### src/sv/lpd_pkg.sv
// ----------------------------------------------------------------------------
// lpd_pkg: shared constants and types for the lift PD position controller
// Field widths, register indexes, reset values and the zone scaling constant.
// ----------------------------------------------------------------------------
`default_nettype none

package lpd_pkg;

	localparam int POS_WIDTH_DEF = 16;
	localparam int DT_W          = 10;
	localparam int GAIN_W        = 16;
	localparam int MAXH_W        = 15;
	localparam int ZONE_W        = 16;
	localparam int FP_W          = 7;
	localparam int DRIVE_W       = 8;
	localparam int Q_FRAC        = 8;
	localparam int CFG_IDX_W     = 3;
	localparam int CFG_DATA_W    = 16;

	localparam logic [CFG_IDX_W-1:0] REG_GAIN_P_UP   = 3'd0;
	localparam logic [CFG_IDX_W-1:0] REG_GAIN_P_DOWN = 3'd1;
	localparam logic [CFG_IDX_W-1:0] REG_GAIN_D_UP   = 3'd2;
	localparam logic [CFG_IDX_W-1:0] REG_GAIN_D_DOWN = 3'd3;
	localparam logic [CFG_IDX_W-1:0] REG_MAX_HEIGHT  = 3'd4;
	localparam logic [CFG_IDX_W-1:0] REG_ZONE_TOP    = 3'd5;
	localparam logic [CFG_IDX_W-1:0] REG_ZONE_BOTTOM = 3'd6;
	localparam logic [CFG_IDX_W-1:0] REG_FULL_POWER  = 3'd7;

	localparam logic [GAIN_W-1:0]        GAIN_P_UP_RST   = 16'd69;
	localparam logic [GAIN_W-1:0]        GAIN_P_DOWN_RST = 16'd44;
	localparam logic [GAIN_W-1:0]        GAIN_D_UP_RST   = 16'd0;
	localparam logic [GAIN_W-1:0]        GAIN_D_DOWN_RST = 16'd0;
	localparam logic [MAXH_W-1:0]        MAX_HEIGHT_RST  = 15'd1000;
	localparam logic signed [ZONE_W-1:0] ZONE_TOP_RST    = 16'sd900;
	localparam logic signed [ZONE_W-1:0] ZONE_BOTTOM_RST = 16'sd100;
	localparam logic [FP_W-1:0]          FULL_POWER_RST  = 7'd100;

	// floor(x * 5 / 11) == (x * 3725) >> 13 for 0 <= x <= 127
	localparam int               ZONE_MUL_W = 12;
	localparam logic [ZONE_MUL_W-1:0] ZONE_MUL = 12'd3725;
	localparam int               ZONE_SHIFT = 13;

	typedef struct packed {
		logic busy;
		logic done;
	} lpd_div_stat_t;

endpackage

`default_nettype wire

### src/sv/lpd_if.sv
// ----------------------------------------------------------------------------
// lpd_if: channel interfaces of the lift PD position controller
// Tick channel (target, position, elapsed time) and result channel (drive).
// ----------------------------------------------------------------------------
`default_nettype none

interface lpd_tick_if #(
	parameter int POS_WIDTH = lpd_pkg::POS_WIDTH_DEF
) ();
	logic                          valid;
	logic                          ready;
	logic signed [POS_WIDTH-1:0]   target;
	logic signed [POS_WIDTH-1:0]   position;
	logic [lpd_pkg::DT_W-1:0]      elapsed_ms;

	modport source (output valid, output target, output position, output elapsed_ms,
		input ready);
	modport sink (input valid, input target, input position, input elapsed_ms,
		output ready);
endinterface

interface lpd_result_if ();
	logic                             valid;
	logic                             ready;
	logic signed [lpd_pkg::DRIVE_W-1:0] drive;
	logic                             zone_scaled;

	modport source (output valid, output drive, output zone_scaled, input ready);
	modport sink (input valid, input drive, input zone_scaled, output ready);
endinterface

`default_nettype wire

### src/sv/lift_pd_position_controller.sv
// ----------------------------------------------------------------------------
// lift_pd_position_controller: PD position loop for a lift
// Clamps the target, forms error and rate, applies Q8.8 gains, saturates the
// drive and reduces it inside the end buffer zones.
// ----------------------------------------------------------------------------
//  channel  | dir | handshake     | payload
//  tick     | in  | valid / ready | target, position, elapsed_ms
//  result   | out | valid / ready | drive, zone_scaled
//  cfg      | in  | cfg_wr_en     | cfg_index, cfg_wr_data
//
//  The divider forms the rate one quotient bit per cycle; it is skipped when
//  elapsed_ms is zero. tick.ready is high only while the sequencer is idle.
//  The result sits in an output register, so a stalled result does not hold
//  off the next item until its own result is ready. Reset clears the
//  previous error and loads the register defaults.
// ----------------------------------------------------------------------------
`default_nettype none

module lift_pd_position_controller #(
	parameter int POS_WIDTH = lpd_pkg::POS_WIDTH_DEF
) (
	input  wire logic                             clk,
	input  wire logic                             arst_n,
	input  wire logic                             cfg_wr_en,
	input  wire logic [lpd_pkg::CFG_IDX_W-1:0]    cfg_index,
	input  wire logic [lpd_pkg::CFG_DATA_W-1:0]   cfg_wr_data,
	lpd_tick_if.sink                              tick,
	lpd_result_if.source                          result
);
	import lpd_pkg::*;

	localparam int ERR_W = POS_WIDTH + 2;
	localparam int CMP_W = ((POS_WIDTH > ZONE_W) ? POS_WIDTH : ZONE_W) + 1;
	localparam int MUL_W = GAIN_W + 1 + ERR_W;
	localparam int ACC_W = MUL_W + 1;
	localparam int QI_W  = ACC_W - Q_FRAC;
	localparam int ZP_W  = FP_W + ZONE_MUL_W;

	localparam logic [3:0] ST_IDLE = 4'd0;
	localparam logic [3:0] ST_ERR  = 4'd1;
	localparam logic [3:0] ST_DIFF = 4'd2;
	localparam logic [3:0] ST_DIV  = 4'd3;
	localparam logic [3:0] ST_MULP = 4'd4;
	localparam logic [3:0] ST_MULD = 4'd5;
	localparam logic [3:0] ST_SUM  = 4'd6;
	localparam logic [3:0] ST_SAT  = 4'd7;
	localparam logic [3:0] ST_ZONE = 4'd8;

	// configuration
	logic [GAIN_W-1:0]        gain_p_up_q;
	logic [GAIN_W-1:0]        gain_p_down_q;
	logic [GAIN_W-1:0]        gain_d_up_q;
	logic [GAIN_W-1:0]        gain_d_down_q;
	logic [MAXH_W-1:0]        max_height_q;
	logic signed [ZONE_W-1:0] zone_top_q;
	logic signed [ZONE_W-1:0] zone_bottom_q;
	logic [FP_W-1:0]          full_power_q;

	always_ff @(posedge clk or negedge arst_n) begin
		if (!arst_n) begin
			gain_p_up_q   <= GAIN_P_UP_RST;
			gain_p_down_q <= GAIN_P_DOWN_RST;
			gain_d_up_q   <= GAIN_D_UP_RST;
			gain_d_down_q <= GAIN_D_DOWN_RST;
			max_height_q  <= MAX_HEIGHT_RST;
			zone_top_q    <= ZONE_TOP_RST;
			zone_bottom_q <= ZONE_BOTTOM_RST;
			full_power_q  <= FULL_POWER_RST;
		end else if (cfg_wr_en) begin
			case (cfg_index)
				REG_GAIN_P_UP:   gain_p_up_q   <= cfg_wr_data[GAIN_W-1:0];
				REG_GAIN_P_DOWN: gain_p_down_q <= cfg_wr_data[GAIN_W-1:0];
				REG_GAIN_D_UP:   gain_d_up_q   <= cfg_wr_data[GAIN_W-1:0];
				REG_GAIN_D_DOWN: gain_d_down_q <= cfg_wr_data[GAIN_W-1:0];
				REG_MAX_HEIGHT:  max_height_q  <= cfg_wr_data[MAXH_W-1:0];
				REG_ZONE_TOP:    zone_top_q    <= $signed(cfg_wr_data[ZONE_W-1:0]);
				REG_ZONE_BOTTOM: zone_bottom_q <= $signed(cfg_wr_data[ZONE_W-1:0]);
				REG_FULL_POWER:  full_power_q  <= cfg_wr_data[FP_W-1:0];
				default: ;
			endcase
		end
	end

	// sequencer and datapath
	logic [3:0]                  state_q;
	logic signed [POS_WIDTH-1:0] tgt_q;
	logic signed [POS_WIDTH-1:0] pos_q;
	logic [DT_W-1:0]             dt_q;
	logic signed [ERR_W-1:0]     err_q;
	logic signed [ERR_W-1:0]     prev_err_q;
	logic signed [ERR_W-1:0]     rate_q;
	logic                        up_q;
	logic signed [MUL_W-1:0]     prod_q;
	logic signed [ACC_W-1:0]     acc_q;
	logic signed [DRIVE_W-1:0]   sat_q;
	logic                        out_valid_q;
	logic signed [DRIVE_W-1:0]   out_drive_q;
	logic                        out_zone_q;

	logic                        tick_acc;
	logic signed [CMP_W-1:0]     tgt_x;
	logic signed [CMP_W-1:0]     maxh_x;
	logic signed [CMP_W-1:0]     tgt_c;
	logic signed [ERR_W-1:0]     diff;
	logic                        div_start;
	logic signed [ERR_W-1:0]     div_quo;
	lpd_div_stat_t               div_stat;
	logic [GAIN_W-1:0]           mul_a;
	logic signed [ERR_W-1:0]     mul_b;
	logic signed [MUL_W-1:0]     prod;
	logic signed [ACC_W-1:0]     acc_t;
	logic signed [QI_W-1:0]      acc_i;
	logic signed [QI_W-1:0]      fp_x;
	logic signed [DRIVE_W-1:0]   sat_d;
	logic signed [CMP_W-1:0]     pos_x;
	logic signed [CMP_W-1:0]     top_x;
	logic signed [CMP_W-1:0]     bot_x;
	logic                        in_zone;
	logic [FP_W-1:0]             sat_mag;
	logic [ZP_W-1:0]             zone_prod;
	logic [DRIVE_W-1:0]          zone_mag;
	logic signed [DRIVE_W-1:0]   zone_drive;
	logic                        out_load;

	assign tick.ready = (state_q == ST_IDLE);
	assign tick_acc   = tick.valid && tick.ready;

	// target clamp to 0..max_height
	assign tgt_x  = CMP_W'(tick.target);
	assign maxh_x = $signed(CMP_W'(max_height_q));
	always_comb begin
		if (tgt_x < 0) begin
			tgt_c = '0;
		end else if (tgt_x > maxh_x) begin
			tgt_c = maxh_x;
		end else begin
			tgt_c = tgt_x;
		end
	end

	assign diff      = err_q - prev_err_q;
	assign div_start = (state_q == ST_DIFF) && (dt_q != '0) && !div_stat.busy;

	lpd_div #(
		.NUM_W (ERR_W),
		.DEN_W (DT_W)
	) u_div (
		.clk    (clk),
		.arst_n (arst_n),
		.start  (div_start),
		.num    (diff),
		.den    (dt_q),
		.quo    (div_quo),
		.stat   (div_stat)
	);

	// one multiplier, P term then D term
	always_comb begin
		if (state_q == ST_MULP) begin
			mul_a = up_q ? gain_p_up_q : gain_p_down_q;
			mul_b = err_q;
		end else begin
			mul_a = up_q ? gain_d_up_q : gain_d_down_q;
			mul_b = rate_q;
		end
	end
	assign prod = $signed({1'b0, mul_a}) * mul_b;

	// Q8.8 to integer toward zero, then saturate
	assign acc_t = acc_q[ACC_W-1] ? ((acc_q + ACC_W'((1 << Q_FRAC) - 1)) >>> Q_FRAC)
		: (acc_q >>> Q_FRAC);
	assign acc_i = acc_t[QI_W-1:0];
	assign fp_x  = $signed(QI_W'(full_power_q));
	always_comb begin
		if (acc_i > fp_x) begin
			sat_d = DRIVE_W'(fp_x);
		end else if (acc_i < -fp_x) begin
			sat_d = DRIVE_W'(-fp_x);
		end else begin
			sat_d = DRIVE_W'(acc_i);
		end
	end

	// end buffer zones
	assign pos_x   = CMP_W'(pos_q);
	assign top_x   = CMP_W'(zone_top_q);
	assign bot_x   = CMP_W'(zone_bottom_q);
	assign in_zone = ((sat_q > 0) && (pos_x > top_x)) || ((sat_q < 0) && (pos_x < bot_x));
	assign sat_mag = sat_q[DRIVE_W-1] ? FP_W'(-sat_q) : FP_W'(sat_q);
	assign zone_prod  = ZP_W'(sat_mag) * ZP_W'(ZONE_MUL);
	assign zone_mag   = DRIVE_W'(zone_prod >> ZONE_SHIFT);
	assign zone_drive = sat_q[DRIVE_W-1] ? $signed(-zone_mag) : $signed(zone_mag);

	assign out_load = (state_q == ST_ZONE) && (!out_valid_q || result.ready);

	always_ff @(posedge clk or negedge arst_n) begin
		if (!arst_n) begin
			state_q     <= ST_IDLE;
			prev_err_q  <= '0;
			out_valid_q <= 1'b0;
		end else begin
			case (state_q)
				ST_IDLE: begin
					if (tick_acc) state_q <= ST_ERR;
				end
				ST_ERR:  state_q <= ST_DIFF;
				ST_DIFF: begin
					prev_err_q <= err_q;
					state_q    <= (dt_q == '0) ? ST_MULP : ST_DIV;
				end
				ST_DIV: begin
					if (div_stat.done) state_q <= ST_MULP;
				end
				ST_MULP: state_q <= ST_MULD;
				ST_MULD: state_q <= ST_SUM;
				ST_SUM:  state_q <= ST_SAT;
				ST_SAT:  state_q <= ST_ZONE;
				ST_ZONE: begin
					if (out_load) state_q <= ST_IDLE;
				end
				default: state_q <= ST_IDLE;
			endcase
			if (out_load) begin
				out_valid_q <= 1'b1;
			end else if (result.ready) begin
				out_valid_q <= 1'b0;
			end
		end
	end

	always_ff @(posedge clk) begin
		if (tick_acc) begin
			tgt_q <= tgt_c[POS_WIDTH-1:0];
			pos_q <= tick.position;
			dt_q  <= tick.elapsed_ms;
		end
		if (state_q == ST_ERR) begin
			err_q <= ERR_W'(tgt_q) - ERR_W'(pos_q);
		end
		if (state_q == ST_DIFF) begin
			up_q   <= (err_q > 0);
			rate_q <= '0;
		end
		if (state_q == ST_DIV && div_stat.done) begin
			rate_q <= div_quo;
		end
		if (state_q == ST_MULP) begin
			acc_q <= ACC_W'(prod);
		end
		if (state_q == ST_MULD) begin
			prod_q <= prod;
		end
		if (state_q == ST_SUM) begin
			acc_q <= acc_q + ACC_W'(prod_q);
		end
		if (state_q == ST_SAT) begin
			sat_q <= sat_d;
		end
		if (out_load) begin
			out_drive_q <= in_zone ? zone_drive : sat_q;
			out_zone_q  <= in_zone;
		end
	end

	assign result.valid       = out_valid_q;
	assign result.drive       = out_drive_q;
	assign result.zone_scaled = out_zone_q;

endmodule

`default_nettype wire

### src/sv/lpd_div.sv
// ----------------------------------------------------------------------------
// lpd_div: iterative signed-by-unsigned divider
// Restoring division, one quotient bit per cycle, truncates toward zero.
// ----------------------------------------------------------------------------
`default_nettype none

module lpd_div #(
	parameter int NUM_W = lpd_pkg::POS_WIDTH_DEF + 2,
	parameter int DEN_W = lpd_pkg::DT_W
) (
	input  wire logic                      clk,
	input  wire logic                      arst_n,
	input  wire logic                      start,
	input  wire logic signed [NUM_W-1:0]   num,
	input  wire logic [DEN_W-1:0]          den,
	output logic signed [NUM_W-1:0]        quo,
	output lpd_pkg::lpd_div_stat_t         stat
);
	import lpd_pkg::*;

	localparam int CNT_W = $clog2(NUM_W);

	logic             busy_q;
	logic             fix_q;
	logic             done_q;
	logic             neg_q;
	logic [CNT_W-1:0] cnt_q;
	logic [DEN_W-1:0] rem_q;
	logic [DEN_W-1:0] den_q;
	logic [NUM_W-1:0] quo_q;

	logic [NUM_W-1:0] mag;
	logic [DEN_W:0]   shifted;
	logic [DEN_W+1:0] trial;
	logic             ge;

	assign mag     = num[NUM_W-1] ? NUM_W'(-num) : NUM_W'(num);
	assign shifted = {rem_q, quo_q[NUM_W-1]};
	assign trial   = {1'b0, shifted} - {2'b00, den_q};
	assign ge      = ~trial[DEN_W+1];

	always_ff @(posedge clk or negedge arst_n) begin
		if (!arst_n) begin
			busy_q <= 1'b0;
			fix_q  <= 1'b0;
			done_q <= 1'b0;
		end else begin
			done_q <= 1'b0;
			if (start && !busy_q && !fix_q) begin
				busy_q <= 1'b1;
			end else if (busy_q && cnt_q == '0) begin
				busy_q <= 1'b0;
				fix_q  <= 1'b1;
			end else if (fix_q) begin
				fix_q  <= 1'b0;
				done_q <= 1'b1;
			end
		end
	end

	always_ff @(posedge clk) begin
		if (start && !busy_q && !fix_q) begin
			quo_q <= mag;
			rem_q <= '0;
			den_q <= den;
			neg_q <= num[NUM_W-1];
			cnt_q <= CNT_W'(NUM_W - 1);
		end else if (busy_q) begin
			rem_q <= ge ? trial[DEN_W-1:0] : shifted[DEN_W-1:0];
			quo_q <= {quo_q[NUM_W-2:0], ge};
			cnt_q <= cnt_q - CNT_W'(1);
		end else if (fix_q) begin
			quo_q <= neg_q ? (~quo_q + NUM_W'(1)) : quo_q;
		end
	end

	assign quo       = $signed(quo_q);
	assign stat.busy = busy_q | fix_q;
	assign stat.done = done_q;

endmodule

`default_nettype wire

### src/flat_wrapper.sv
// flat-port wrapper written by rule: the top's interface ports become plain ports
module lift_pd_position_controller_flat import lpd_pkg::*;
#(
	parameter int POS_WIDTH = lpd_pkg::POS_WIDTH_DEF
)
  (clk, arst_n, cfg_wr_en, cfg_index, cfg_wr_data, tick_valid, tick_target, tick_position, tick_elapsed_ms, tick_ready, result_valid, result_drive, result_zone_scaled, result_ready);
  lpd_tick_if #(.POS_WIDTH(POS_WIDTH)) tick_i ();
  lpd_result_if result_i ();
  input  wire logic clk;
  input  wire logic arst_n;
  input  wire logic cfg_wr_en;
  input  wire logic [lpd_pkg::CFG_IDX_W-1:0] cfg_index;
  input  wire logic [lpd_pkg::CFG_DATA_W-1:0] cfg_wr_data;
  input wire logic [$bits(tick_i.valid)-1:0] tick_valid;
  input wire logic [$bits(tick_i.target)-1:0] tick_target;
  input wire logic [$bits(tick_i.position)-1:0] tick_position;
  input wire logic [$bits(tick_i.elapsed_ms)-1:0] tick_elapsed_ms;
  output wire logic [$bits(tick_i.ready)-1:0] tick_ready;
  output wire logic [$bits(result_i.valid)-1:0] result_valid;
  output wire logic [$bits(result_i.drive)-1:0] result_drive;
  output wire logic [$bits(result_i.zone_scaled)-1:0] result_zone_scaled;
  input wire logic [$bits(result_i.ready)-1:0] result_ready;
  assign tick_i.valid = tick_valid;
  assign tick_i.target = tick_target;
  assign tick_i.position = tick_position;
  assign tick_i.elapsed_ms = tick_elapsed_ms;
  assign tick_ready = tick_i.ready;
  assign result_valid = result_i.valid;
  assign result_drive = result_i.drive;
  assign result_zone_scaled = result_i.zone_scaled;
  assign result_i.ready = result_ready;
  lift_pd_position_controller #(.POS_WIDTH(POS_WIDTH)) u_core (.clk(clk), .arst_n(arst_n), .cfg_wr_en(cfg_wr_en), .cfg_index(cfg_index), .cfg_wr_data(cfg_wr_data), .tick(tick_i), .result(result_i));
endmodule
### config.mk
export PLATFORM = sky130hd
export DESIGN_NAME = lift_pd_position_controller_flat
export DESIGN_NICKNAME = d
export VERILOG_FILES = /design/src/sv/lpd_pkg.sv /design/src/sv/lpd_if.sv /design/src/sv/lift_pd_position_controller.sv /design/src/sv/lpd_div.sv /design/src/flat_wrapper.sv
export SDC_FILE = /design/constraint.sdc
export NUM_CORES = 2
export LEC_CHECK = 0
export BUFFER_PORTS_ARGS = -buffer_cell sky130_fd_sc_hd__buf_2
export CAP_MARGIN = 40
export CORE_MARGIN = 10
export CORE_UTILIZATION = 65
export DETAILED_ROUTE_END_ITERATION = 6
export GPL_TIMING_DRIVEN = 1
export PLACE_DENSITY = 0.78
export RECOVER_POWER = 50
export SLEW_MARGIN = 15
export SYNTH_ARGS = -nofsm -noshare
export SYNTH_HDL_FRONTEND = slang
export SYNTH_SLANG_ARGS = --single-unit
### constraint.sdc
create_clock -name clk -period 12.4 [get_ports clk]
set_input_delay 1.24 -clock clk [delete_from_list [all_inputs] [get_ports clk]]
set_output_delay 1.24 -clock clk [all_outputs]
set_load 0.02 [all_outputs]
# Word-level counts from Yosys, hierarchy flattened
# Cells that the tools add are included.
op_classes:
  order_cmp: 9
  muxes: 34
  bitwise: 3
  n_mul: 2
  n_reduce_logical: 38
  n_addsub: 11
  eq_ne: 18
op_table:
  columns: ["cell", "n"]
  rows:
  - ["2-to-1 mux 18 bit", 8]
  - ["2-to-1 mux 36 bit", 2]
  - ["2-to-1 mux 16 bit", 3]
  - ["adder 36 x 35 -> 36 bit", 1]
  - ["adder 36 x 9 -> 36 bit, second input constant", 1]
  - ["one-hot mux 4 bit (9 select lines)", 1]
  - ["multiplier 17 x 18 -> 35 bit", 1]
  - ["> comparator 16 bit", 2]
  - ["> comparator 28 x 8 -> 1 bit", 1]
  - ["< comparator 28 bit", 1]
  - ["2-to-1 mux 28 bit", 1]
  - ["negator 7 -> 28 bit", 1]
  - ["2-to-1 mux 8 bit", 3]
  - ["multiplier 7 x 12 -> 19 bit, second input constant", 1]
  - ["adder 18 x 1 -> 18 bit, second input constant", 1]
  - ["negator 18 bit", 1]
  - ["NOT 18 bit", 1]
  - ["AND reduction 2 bit", 9]
  - ["subtractor 17 x 17 -> 18 bit", 1]
  - ["> comparator 17 x 1 -> 1 bit, second input constant", 1]
  - ["subtractor 16 x 16 -> 17 bit", 1]
  - ["== test 4 x 3 -> 1 bit, second input constant", 4]
  - ["< comparator 16 x 1 -> 1 bit, second input constant", 1]
  - ["< comparator 16 bit", 1]
  - ["other kinds (34)", 67]
word_totals:
  reg_bits: 353
  word_cells: 147
  in_bits: 66

# Longest topological paths before layout
depth:
  depth_word: 7
  depth_mapped: 33

# Modules after synthesis
# A second synthesis with hierarchy kept.
hier_totals:
  hier_cells: 3485
  hier_area_um2: 33648.5
by_module_without_submodules:
  columns: ["mod", "cells_each", "area_each_um2", "instances"]
  rows:
  - ["lift_pd_position_controller", 3138, 30560.6, 1]
  - ["lpd_div", 347, 3088.0, 1]

# Worst setup path after synthesis
# No wires, ideal clock.
synth_timing:
  kind: "reg-to-reg"
  startpoint: "register u_core.state_q[3]"
  endpoint: "register u_core.acc_q[33] (data pin)"
  stages_incl_launch_ff: 32
  arrival_time_ns: 7.923
  n_path_buf: 6
  path_slack_ns: 4.217
  setup_ns: 0.260
  cell_sequence: "dfrtp_1 -> clkbuf_1 -> nand2b_1 -> buf_2 -> nor3_2 -> buf_2 -> buf_2 -> buf_2 -> nand2_1 -> nand2_1 -> clkbuf_1 -> nand2_1 -> fa_1 -> inv_1 -> fa_1 -> fa_1 -> fa_1 -> fa_1 -> inv_1 -> fa_1 -> inv_1 -> ha_1 -> a21o_1 -> a21o_1 -> a21o_1 -> a2111oi_0 -> a31oi_1 -> a21oi_1 -> nor2_1 -> nor3_1 -> xnor2_1 -> mux2_2"
synth_via:
  elab_chain_len: 5
  elab_cells_between_ends: 7
  cone_classes: "mul: 1; eq/ne: 2; mux: 4"
synth_rtl:
  columns: ["item", "line", "source"]
  rows:
  - ["start: declaration", "lift_pd_position_controller.sv:85", "logic [3:0] state_q;"]
  - ["start signal: assignment", "lift_pd_position_controller.sv:209", "state_q <= (dt_q == '0) ? ST_MULP : ST_DIV;"]
  - ["== test 4 x 3 -> 1 bit (*)", "lift_pd_position_controller.sv:159", "if (state_q == ST_MULP) begin"]
  - ["2-to-1 mux 16 bit or 2-to-1 mux 18 bit (tied branches)", "lift_pd_position_controller.sv:159", null]
  - ["multiplier 17 x 18 -> 35 bit (*)", "lift_pd_position_controller.sv:167", "assign prod = $signed({1'b0, mul_a}) * mul_b;"]
  - ["named net u_core.prod[33]", "lift_pd_position_controller.sv:110", "logic signed [MUL_W-1:0] prod;"]
  - ["2-to-1 mux 36 bit (*)", "lift_pd_position_controller.sv:247", "if (state_q == ST_MULP) begin"]
  - ["2-to-1 mux 36 bit (*)", "lift_pd_position_controller.sv:253", "if (state_q == ST_SUM) begin"]
  - ["end signal: assignment", "lift_pd_position_controller.sv:248", "acc_q <= ACC_W'(prod);"]
  - ["end signal: assignment", "lift_pd_position_controller.sv:254", "acc_q <= acc_q + ACC_W'(prod_q);"]
  - ["end: declaration", "lift_pd_position_controller.sv:94", "logic signed [ACC_W-1:0] acc_q;"]
# Mark *: on every way through the listed nets, which the timed path passes. The rest lies on a longest branch. The select of a mux whose other input is x is not followed.
# A chain may end at the register's enable or synchronous reset.

# Worst setup path after layout
layout_timing:
  startpoint: "register u_core.state_q[2]"
  endpoint: "register u_core.acc_q[34] (data pin)"
layout_via:
  elab_chain_len: 5
  elab_cells_between_ends: 7
  cone_classes: "mul: 1; eq/ne: 2; mux: 4"
layout_rtl:
  columns: ["item", "line"]
  rows:
  - ["== test 4 x 3 -> 1 bit", "lift_pd_position_controller.sv:159"]
  - ["2-to-1 mux 16 bit or 2-to-1 mux 18 bit (tied branches)", "lift_pd_position_controller.sv:159"]
  - ["multiplier 17 x 18 -> 35 bit", "lift_pd_position_controller.sv:167"]
  - ["2-to-1 mux 36 bit", "lift_pd_position_controller.sv:247"]
  - ["2-to-1 mux 36 bit (*)", "lift_pd_position_controller.sv:253"]
# Mark *: on every way between the ends. The rest lies on a longest branch, timed or not. The select of a mux whose other input is x is not followed.

==> flow_metrics.tcl <==
set metrics [dict create \
    path_buf_inv 6 \
    critPathCaptureType "flip-flop" \
    hold_buffers 0 \
    synth_top_area_cell "fa_1" \
    hold_viol_final 0 \
    violations "capacitance limit, slew limit" \
    rows 83 \
    required_ps 12700 \
    setup_viol 0 \
    fmax_mhz 112.2 \
    startpoint_type "flip-flop" \
    track_usage_pct 27.65 \
    syn_avg_cell_area_um2 9.660 \
    io_buffers 76 \
    clock_path_buffers 3 \
    synthFlopType "edfxtp_1" \
    crit_fanout 43 \
    async_flop_share_pct 40.51 \
    detail-route-antenna-nets 0 \
    slew_headroom_pct -130.2 \
    wl_um 82520 \
    core_um2 51410 \
    syn_nets 4183 \
    grt_pass1_wl_um 136400 \
    drt_iter0_markers 1900 \
    ioPinCount 77 \
    crit_type "reg -> reg" \
    tns_ps 0 \
    fin_skew_ps 23.33 \
    ys_seq_elements 353 \
    diodes 0 \
    dpl.hpwl_um 64610 \
    tightest_slew_ps 3453 \
    worstSkewPairLatency_ps 580 \
    ys_seq_area_share_pct 28.84 \
    die_h_um 248.2 \
    h-tree-depth 2 \
    rsz0062_at_grt "false" \
    cp_slowest_cell "mux4_2" \
    dieWidth_um 248.2 \
    cts_setup_buffers 0 \
    ys_top_cells_by_area "fa_1, edfxtp_1, ha_1" \
    cts-resized-gates 0 \
    gp_congestion 0.9479 \
    root_buffer "clkbuf_16" \
    synth_area_um2 33850 \
    vias 25420 \
    tritoncts "built" \
    grt_pass1_vias 26640 \
    synth_edf_count 195 \
    final.period_utilization_pct 71.86 \
    min_path_type "reg -> reg" \
    finalNetCount 4234 \
    wire_per_inst_um 19.35 \
    antenna_found_initial 2 \
    ys_warn_count 0 \
    grt_max_degree 67 \
    cts_buffers 39 \
    synth.distinct_cells 92 \
    layout-drive-gt1-share_pct 9.847 \
    fin_cells 4265 \
    overflow 0 \
    first_pass_iters 7 \
    cpMostUsedCell "fa_1" \
    syn_inst 3504 \
    dpl.cell_count 4192 \
    via_per_inst 5.961 \
    drc_errors 0 \
    period_minus_slack_ps 8910 \
    status "complete, but fails checks" \
    dieArea_um2 61600 \
    critPathMaxStageDelay_ps 820 \
    area_growth_pct 6.960 \
    path_delay_family "adder cells" \
    maxCapViolCount 2 \
    slew_viol_final 127 \
    synth_top_area_share_pct 18.39 \
    cts.clk_slew.worst_paths_ps 60 \
    start_util_pct 65.85 \
    cts_sinks 353 \
    cp.arrival_ps 9210 \
]
==> cell families (layout without fill, tap and decap cells) <==
family	Yosys count	after routing	synth area share [%]
compound gates	549	549	10.22
xor+xnor	162	162	4.192
fa+ha+maj	613	613	29.56
buf+inv	683	764	7.707
flops	353	353	28.84
mux	169	169	5.818
other cells	1	1	0.01108
simple gates	974	974	13.65
==> worst paths after layout <==
check	start	slack (ps)	end	depth (start not counted)
hold / removal	u_core.dt_q[7]	460	u_core.u_div.den_q[7]	0
hold reg to reg	u_core.dt_q[7]	460	u_core.u_div.den_q[7]	0
setup / recovery	u_core.state_q[2]	3490	u_core.acc_q[34]	27
min in group asynchronous	arst_n	1780	u_core.max_height_q[14]	1
max in group asynchronous	arst_n	5270	u_core.gain_p_down_q[1]	3
setup reg to reg	u_core.state_q[2]	3490	u_core.acc_q[34]	27
==> cells in the mapped netlist, types with 44 or more instances <==
cell type and count:
a21o_1 44, a21oi_1 134, and2_1 66, clkbuf_1 89, dfrtp_1 121, edfxtp_1 195, fa_1 311, ha_1 302
inv_1 576, mux2_2 112, mux2i_1 46, nand2_1 401, nand3_1 51, nor2_1 201, nor3_1 46, o21ai_0 136
xnor2_1 108, xor2_1 54
==> worst register-to-register path, cell delays in order (launching register included) <==
cell       delay (ps)
dfrtp_1           610
nand2b_1          370
nor3_4            220
buf_4             520
mux4_2            840
nand2_1           250
inv_1              90
fa_1              540
inv_1              50
fa_1              460
fa_1              530
inv_1              50
fa_1              470
fa_1              540
inv_1              50
fa_1              530
inv_1              40
ha_1              360
a21oi_1           200
o21ai_0           150
a2111oi_0         370
a21oi_1           180
a31oi_1           280
o21bai_1          170
o22ai_1           260
o21ai_1           140
xnor2_1           280
mux2i_1           110
==> flip-flops by register name, indices dropped and copies added, names as in the netlist, 10 cells and up <==
signal and cells:
u_core.tgt_q 16, u_core.zone_top_q 16, u_core.acc_q 36, u_core.u_div.rem_q 10
u_core.u_div.den_q 10, u_core.gain_p_up_q 16, u_core.gain_p_down_q 16, u_core.prev_err_q 17
u_core.gain_d_down_q 16, u_core.prod_q 35, u_core.u_div.quo 18, u_core.dt_q 10
u_core.pos_q 16, u_core.max_height_q 15, u_core.err_q 17, u_core.rate_q 18
u_core.zone_bottom_q 16, u_core.gain_d_up_q 16
==> placed cells by master (no fill, tap or decap), types with 22 or more instances in the layout <==
cell type,n
mux2_2,110
a21o_1,44
edfxtp_1,195
o21ai_1,31
nor3_1,45
dfrtp_1,121
nand2b_1,39
o21ai_0,136
nand3_1,51
buf_2,76
clkbuf_1,23
o21a_1,28
inv_1,576
nand2_1,401
nand4_1,22
fa_1,311
xnor2_1,108
nor2_1,199
dfstp_2,22
clkbuf_16,39
mux2i_1,46
and2_1,50
xor2_1,54
ha_1,302
nor2b_1,33
a21oi_1,134
==> per-stage QoR <==
stage	setup WS, ps	util (%)	hold WS, ps	area [um2]
2_1_floorplan	4217	-	426.8	33850
3_3_place_gp	3742	67.92	433.7	34910
3_5_place_dp	3574	68.17	440.6	35040
4_1_cts	3511	70.60	453.7	36290
5_1_grt	2952	70.43	472.2	36200
6_report	3490	70.43	455.6	36200
==> final cells by class <==
cell class / count / area [um2]
fillers: 3795 / 15200
clock inverters: 23 / 227.7
well taps: 680 / 850.8
multi-input cells: 2468 / 21510
inverters: 577 / 2166
repair buffers: 116 / 668.1
flip-flops and latches: 353 / 9762
clock buffers: 48 / 1020
==> per-layer routing <==
metal	wire, um	vias up	share of wire, %	GRT usage, %
met5	27	-	0.033	0
met2	40450	895	49	47.79
met1	33300	12570	40	34.64
li1	-	11760	-	-
met4	3018	4	3.7	10.48
met3	5723	195	6.9	4.188
Power is not shown: default switching activity piles up to over one toggle a cycle in this logic, so the estimate is an artifact.
